[src/drd_pkg.sv]
`default_nettype none
// ----------------------------------------------------------------------------
// drd_pkg: shared types for the delta record decoder
// Parser phase codes and the record word passed from parser to line stage.
// ----------------------------------------------------------------------------
package drd_pkg;

	// parser phase, one-hot
	typedef enum logic [3:0] {
		PH_CTRL = 4'b0001,
		PH_SRC  = 4'b0010,
		PH_CNT  = 4'b0100,
		PH_SKIP = 4'b1000
	} phase_t;

	localparam int unsigned FieldW = 32;
	localparam int unsigned LeftW  = 3;

	// completed record, before the line counter is applied
	typedef struct packed {
		logic [FieldW-1:0] source;
		logic [FieldW-1:0] count;
		logic [FieldW-1:0] skip;
	} rec_t;

	// parser to line stage control
	typedef struct packed {
		logic valid;
	} rec_ctl_t;

endpackage
`default_nettype wire

[src/drd_parse.sv]
`default_nettype none
// ----------------------------------------------------------------------------
// drd_parse: record byte parser
// Walks control, source, count and skip fields one byte per cycle when not
// stalled, and registers each completed record into stage 1.
// ----------------------------------------------------------------------------
module drd_parse (
	input  wire logic                clk,
	input  wire logic                arst_n,
	input  wire logic                byte_valid,
	output logic                     byte_stall,
	input  wire logic [7:0]          delta_byte,
	input  wire logic                rec_adv,
	output drd_pkg::rec_ctl_t        rec_ctl,
	output drd_pkg::rec_t            rec
);

	drd_pkg::phase_t                  phase_q, phase_d;
	logic [drd_pkg::LeftW-1:0]        left_q, left_d;
	logic [4:0]                       ctl_q, ctl_d;       // control bits 5:1
	logic [drd_pkg::FieldW-1:0]       src_q, src_d;
	logic [drd_pkg::FieldW-1:0]       cnt_q, cnt_d;
	logic [drd_pkg::FieldW-1:0]       skip_q, skip_d;
	logic                             fin;
	logic                             accept;
	logic                             rec_valid_s1;
	drd_pkg::rec_t                    rec_s1;
	logic [drd_pkg::LeftW-1:0]        left_dec;

	// stall only while a finished record is still parked in stage 1
	assign byte_stall = rec_valid_s1 && !rec_adv;
	assign accept     = byte_valid && !byte_stall;
	assign left_dec   = left_q - drd_pkg::LeftW'(1);

	// next-state of the field walk
	always_comb begin
		phase_d = phase_q;
		left_d  = left_q;
		ctl_d   = ctl_q;
		src_d   = src_q;
		cnt_d   = cnt_q;
		skip_d  = skip_q;
		fin     = 1'b0;
		unique case (phase_q)
			drd_pkg::PH_CTRL: begin
				ctl_d   = delta_byte[5:1];
				src_d   = '0;
				cnt_d   = '0;
				skip_d  = '0;
				left_d  = {1'b0, delta_byte[7:6]} + drd_pkg::LeftW'(1);
				phase_d = drd_pkg::PH_SRC;
			end
			drd_pkg::PH_SRC: begin
				src_d  = {src_q[drd_pkg::FieldW-9:0], delta_byte};
				left_d = left_dec;
				if (left_dec == '0) begin
					left_d  = {1'b0, ctl_q[4:3]} + drd_pkg::LeftW'(1);
					phase_d = drd_pkg::PH_CNT;
				end
			end
			drd_pkg::PH_CNT: begin
				cnt_d  = {cnt_q[drd_pkg::FieldW-9:0], delta_byte};
				left_d = left_dec;
				if (left_dec == '0) begin
					if (ctl_q[0]) begin
						left_d  = {1'b0, ctl_q[2:1]} + drd_pkg::LeftW'(1);
						phase_d = drd_pkg::PH_SKIP;
					end else begin
						fin     = 1'b1;
						phase_d = drd_pkg::PH_CTRL;
					end
				end
			end
			drd_pkg::PH_SKIP: begin
				skip_d = {skip_q[drd_pkg::FieldW-9:0], delta_byte};
				left_d = left_dec;
				if (left_dec == '0) begin
					fin     = 1'b1;
					phase_d = drd_pkg::PH_CTRL;
				end
			end
			default: begin
				phase_d = drd_pkg::PH_CTRL;
				left_d  = '0;
			end
		endcase
	end

	// parser state
	always_ff @(posedge clk or negedge arst_n) begin
		if (!arst_n) begin
			phase_q <= drd_pkg::PH_CTRL;
			left_q  <= '0;
			ctl_q   <= '0;
			src_q   <= '0;
			cnt_q   <= '0;
			skip_q  <= '0;
		end else if (accept) begin
			phase_q <= phase_d;
			left_q  <= left_d;
			ctl_q   <= ctl_d;
			src_q   <= src_d;
			cnt_q   <= cnt_d;
			skip_q  <= skip_d;
		end
	end

	// stage 1 record register
	always_ff @(posedge clk or negedge arst_n) begin
		if (!arst_n) begin
			rec_valid_s1 <= 1'b0;
		end else if (accept && fin) begin
			rec_valid_s1 <= 1'b1;
		end else if (rec_adv) begin
			rec_valid_s1 <= 1'b0;
		end
	end

	always_ff @(posedge clk) begin
		if (accept && fin) begin
			rec_s1.source <= src_d;
			rec_s1.count  <= cnt_d;
			rec_s1.skip   <= skip_d;
		end
	end

	assign rec_ctl.valid = rec_valid_s1;
	assign rec           = rec_s1;

	// a fresh record only comes out of a count or skip field
	a_fin_phase: assert property (@(posedge clk) disable iff (!arst_n)
		(accept && fin) |-> (phase_q == drd_pkg::PH_CNT || phase_q == drd_pkg::PH_SKIP))
		else $error("record finished outside count/skip field");

	a_ctrl_left: assert property (@(posedge clk) disable iff (!arst_n)
		(phase_q == drd_pkg::PH_CTRL) |-> (left_q == '0))
		else $error("bytes left nonzero while expecting control byte");

	a_left_range: assert property (@(posedge clk) disable iff (!arst_n)
		(phase_q != drd_pkg::PH_CTRL) |-> (left_q != '0 && left_q <= drd_pkg::LeftW'(4)))
		else $error("field byte count out of range");

endmodule
`default_nettype wire

[src/drd_line.sv]
`default_nettype none
// ----------------------------------------------------------------------------
// drd_line: line counter and result register
// Adds skip to the running line, emits the record, then adds the count or
// clears the counter at end of list.
// ----------------------------------------------------------------------------
module drd_line (
	input  wire logic                       clk,
	input  wire logic                       arst_n,
	input  wire drd_pkg::rec_ctl_t          rec_ctl,
	input  wire drd_pkg::rec_t              rec,
	output logic                            rec_adv,
	output logic                            out_valid,
	input  wire logic                       out_stall,
	output logic [drd_pkg::FieldW-1:0]      source_block,
	output logic [drd_pkg::FieldW-1:0]      block_count,
	output logic [drd_pkg::FieldW-1:0]      target_line,
	output logic                            list_end
);

	logic [drd_pkg::FieldW-1:0] line_q;
	logic [drd_pkg::FieldW-1:0] target;
	logic                       last;
	logic                       out_valid_q;
	logic [drd_pkg::FieldW-1:0] src_q, cnt_q, tgt_q;
	logic                       end_q;

	assign target  = line_q + rec.skip;
	assign last    = (rec.count == '0);
	// output register is free when empty or being taken this cycle
	assign rec_adv = rec_ctl.valid && (!out_valid_q || !out_stall);

	// running line counter
	always_ff @(posedge clk or negedge arst_n) begin
		if (!arst_n) begin
			line_q <= '0;
		end else if (rec_adv) begin
			line_q <= last ? '0 : (target + rec.count);
		end
	end

	// result register
	always_ff @(posedge clk or negedge arst_n) begin
		if (!arst_n) begin
			out_valid_q <= 1'b0;
		end else if (rec_adv) begin
			out_valid_q <= 1'b1;
		end else if (!out_stall) begin
			out_valid_q <= 1'b0;
		end
	end

	always_ff @(posedge clk) begin
		if (rec_adv) begin
			src_q <= rec.source;
			cnt_q <= rec.count;
			tgt_q <= target;
			end_q <= last;
		end
	end

	assign out_valid    = out_valid_q;
	assign source_block = src_q;
	assign block_count  = cnt_q;
	assign target_line  = tgt_q;
	assign list_end     = end_q;

	a_end_clear: assert property (@(posedge clk) disable iff (!arst_n)
		(rec_adv && last) |=> (line_q == '0))
		else $error("line counter not cleared after end of list");

	a_line_step: assert property (@(posedge clk) disable iff (!arst_n)
		(rec_adv && !last) |=> (line_q == $past(line_q + rec.skip + rec.count)))
		else $error("line counter step wrong");

	a_end_flag: assert property (@(posedge clk) disable iff (!arst_n)
		out_valid_q |-> (end_q == (cnt_q == '0)))
		else $error("list_end disagrees with block_count");

endmodule
`default_nettype wire

[src/delta_record_decoder_core.sv]
`default_nettype none
// ----------------------------------------------------------------------------
// delta_record_decoder_core: match-record list decoder
// Takes the record list one byte per word and emits each completed record
// with its target line.
// ----------------------------------------------------------------------------
// Throughput: one byte per cycle unless stalled; a record needs at least three bytes.
// A completed record passes through the stage 1 record reg, then the result
//   reg, before the result word is valid.
// Stall on the byte side rises only while stage 1 holds a record that the
//   stalled result register cannot take.
// Reset (arst_n low): parser expects a control byte, line counter is zero,
//   no result pending.
// ----------------------------------------------------------------------------
module delta_record_decoder_core (
	input  wire logic        clk,
	input  wire logic        arst_n,
	input  wire logic        byte_valid,
	output logic             byte_stall,
	input  wire logic [7:0]  delta_byte,
	output logic             rec_valid,
	input  wire logic        rec_stall,
	output logic [31:0]      source_block,
	output logic [31:0]      block_count,
	output logic [31:0]      target_line,
	output logic             list_end
);

	drd_pkg::rec_ctl_t rec_ctl;
	drd_pkg::rec_t     rec;
	logic              rec_adv;

	drd_parse u_parse (
		.clk        (clk),
		.arst_n     (arst_n),
		.byte_valid (byte_valid),
		.byte_stall (byte_stall),
		.delta_byte (delta_byte),
		.rec_adv    (rec_adv),
		.rec_ctl    (rec_ctl),
		.rec        (rec)
	);

	drd_line u_line (
		.clk          (clk),
		.arst_n       (arst_n),
		.rec_ctl      (rec_ctl),
		.rec          (rec),
		.rec_adv      (rec_adv),
		.out_valid    (rec_valid),
		.out_stall    (rec_stall),
		.source_block (source_block),
		.block_count  (block_count),
		.target_line  (target_line),
		.list_end     (list_end)
	);

endmodule
`default_nettype wire

[config.mk]
export PLATFORM = sky130hd
export DESIGN_NAME = delta_record_decoder_core
export DESIGN_NICKNAME = d
export VERILOG_FILES = /design/src/drd_pkg.sv /design/src/drd_parse.sv /design/src/drd_line.sv /design/src/delta_record_decoder_core.sv
export SDC_FILE = /design/constraint.sdc
export NUM_CORES = 1
export LEC_CHECK = 0
export BUFFER_PORTS_ARGS = -buffer_cell sky130_fd_sc_hd__clkbuf_2
export CORE_MARGIN = 5
export CORE_UTILIZATION = 28
export CTS_BUF_LIST = sky130_fd_sc_hd__clkbuf_8
export DETAILED_ROUTE_END_ITERATION = 12
export GPL_ROUTABILITY_DRIVEN = 0
export HOLD_SLACK_MARGIN = 0.1
export MAX_ROUTING_LAYER = met4
export PLACE_DENSITY = 0.49
export SLEW_MARGIN = 20
export SYNTH_ARGS = -nofsm -noshare
export SYNTH_HDL_FRONTEND = slang
export SYNTH_SLANG_ARGS = --single-unit
[constraint.sdc]
create_clock -name clk -period 8.2 [get_ports clk]
set_input_delay 2.46 -clock clk [delete_from_list [all_inputs] [get_ports clk]]
set_output_delay 2.46 -clock clk [all_outputs]
set_load 0.02 [all_outputs]
==> flow_summary.toml <==
[finish]
drive_gt1_share_pct = 16.5
multi_input_area_um2 = 5860
final-instance-count-excl-fill = 2197
fillerInstances = 5526
final_core_util_pct = 33.0
area_delta_synth_final_pct = 17.2
register_area_um2 = 9350
nets = 1527

[route]
drc = 0
routedWlPerCell_um = 18.1
drtAntennaViolNets = 0
drt-pass1-iter-count = 4
drtIter0Drc = 636
num_vias = 10642
vias_per_cell = 4.84
finalWirelength_um = 39800

[grt]
track_usage_pct = 13.6
antenna_found_initial = 2
grt_overflow_total = 0
grt_max_degree = 86
grt_pass1_vias = 10778
grt_pass1_wl_um = 63000

[power]
p_total_mw = 6.25
p_leak_nw = 7.87
peakVddDrop_v = 0.000135
power_density_nw_per_um2 = 346

[yosys]
synth_most_common_cell = "nand2_1"
synth_seq_area_share_pct = 60.6
syn_inst = 1312
syn_avg_cell_area_um2 = 11.8
synth_top_area_share_pct = 37.6
async_flop_share_pct = 42.4
synth.distinct_cells = 64
syn_area_um2 = 15400
synth_area_leaders = "edfxtp_1 (38%), dfrtp_1 (23%), nand2_1 (8.2%)"
ys_warn_count = 0
ys_top_cells_by_count = "nand2_1 (338), edfxtp_1 (193), dfrtp_1 (141), a22o_1 (115), ha_1 (71)"
synth_edf_count = 193
ys_ff_latch = 335
syn-num-nets = 1397
yosys.area.top_type = "edfxtp_1"
synthFlopType = "edfxtp_1"

[floorplanning]
die_w_um = 245
core_um2 = 54900
initial_core_util_pct = 28.1
dieArea_um2 = 59900
io_pins = 111
die_h_um = 245
row_count = 86

[place]
place_inst = 2086
hpwl_um = 27000
io_buffers = 110
dp_slack_ns = 2.75

[critical_path]
worst-path-buf-inv = 3
reg2regPathDepth = 20
slowest_delay_ns = 0.17
cp.required_ns = 5.74
crit_chain = "clkbuf_2 -> nand3_1 -> inv_1 -> clkbuf_2"
critPathKind = "in -> out"
slowest_stage = "clkbuf_2"
cp_max_fo = 3
crit_path_end_kind = "output port"
crit_cells = 4
crit_arrival_ns = 2.99
cp_common_cell = "clkbuf_2"
critPathLaunchType = "primary input"
crit_family = "buffers and inverters"

[clocking]
cts_setup_buffers = 0
cts_sinks = 335
root_buffer = "clkbuf_8"
cts_hold_buf = 0
clk-insertion-delay-late_ns = 0.67
cts_resized = 0
cts_buffers = 58
clk_path_buf_depth = 3
clkTransAtPathRegs_ns = 0.07
h-tree-depth = 2
tritoncts = "built"

[hold_path]
hp-class = "reg -> reg"
holdPathStages = 0

[sta]
slew_viol_final = 0
fin_setup_tns_ns = 0
finalHoldViolCount = 0
max_freq_ghz = 0.184
setup_ws_ns = 2.75
fin_crit_ns = 5.45
setup_viol = 0
worst_pin_slew_ns = 1.09
finalClockSkew_ns = 0.0495
fin_crit_sh_pct = 66.4
max_slew_margin_pct = 27.5
grt_setup_unrepaired = "false"

[status]
status = "completed"

[run]
maxCapViolCount = 0
-- final timing paths --
kind                            startpoint                 endpoint  slack, ns
min in group asynchronous           arst_n        u_parse.src_q[30]       1.82
max in group asynchronous           arst_n        u_line.line_q[11]       4.91
max                              rec_stall               byte_stall       2.75
max reg2reg                 u_parse.rec[0]        u_line.line_q[29]       3.01
min reg2reg                u_parse.rec[77]  u_line.source_block[13]       0.41
min                        u_parse.rec[77]  u_line.source_block[13]       0.41
-- logic make-up (layout without fill, tap and decap cells) --
logic type	Yosys count	in the layout	share of synthesized area (%)
simple gates	458	458	12.6
mux	6	6	0.438
fa+ha+maj	73	73	6.02
flops	335	335	60.6
xor+xnor	57	57	3.33
other cells	0	1	0
buf+inv	71	251	1.73
compound gates	312	312	15.3
-- final cells by class --
cell class,instances,area share [%]
clock inverter,44,1.96
tap,704,4.87
inverter,18,0.387
timing repair buffer,123,3.62
multi-input combinational,906,32.4
clock buffer,66,5.02
antenna,1,0.0138
sequential,335,51.7
-- power by group --
| part | internal, mW | total [mW] | switching [mW] |
|---|---|---|---|
| registers | 2.03 | 2.18 | 0.149 |
| clock network | 0.907 | 1.63 | 0.727 |
| logic | 0.980 | 2.44 | 1.46 |
| total | 3.92 | 6.25 | 2.33 |
-- sequential cells by signal, summed over array words and instances, names as in the netlist --
name / flops
u_line.block_count: 32
u_line.line_q: 32
u_line.list_end: 1
u_line.out_valid: 1
u_line.source_block: 32
u_line.target_line: 32
u_parse.cnt_q: 32
u_parse.ctl_q: 5
u_parse.left_q: 3
u_parse.phase_q: 4
u_parse.rec: 96
u_parse.rec_ctl: 1
u_parse.skip_q: 32
u_parse.src_q: 32
-- through the flow --
stage	hold slack (ns)	instance area [um^2]
floorplan	0.400	15400
global placement	0.403	16800
detailed placement	0.405	16800
CTS	0.411	18100
global route	0.415	18100
finish	0.415	18100
-- layer usage --
metal	routed length, um	track usage (%)	share of wire (%)	vias to the layer above
li1	-	-	-	5073
met1	17800	17.5	45	5253
met2	19000	21.8	48	258
met3	2300	3.15	5.8	58
met4	752	3.56	1.9	0
met5	0	-	0	-
-- layout by cell type, fill, tap and decap left out, types with 9 or more instances in the layout --
cell / synthesis / layout
nand2_1: 338 / 337
dfrtp_1: 141 / 141
o21bai_1: 12 / 12
clkbuf_8: 0 / 66
o21ai_0: 35 / 35
nor3_1: 10 / 9
buf_4: 0 / 13
inv_1: 18 / 33
xor2_1: 17 / 17
clkinv_2: 0 / 11
nor2_1: 40 / 35
nand4_1: 10 / 10
edfxtp_1: 193 / 193
xnor2_1: 39 / 39
a22o_1: 115 / 115
clkbuf_2: 0 / 109
o31ai_1: 9 / 9
a21oi_1: 47 / 47
ha_1: 71 / 71
a21o_1: 30 / 30
o21a_1: 11 / 11
Power figures use the tool's default switching activity.
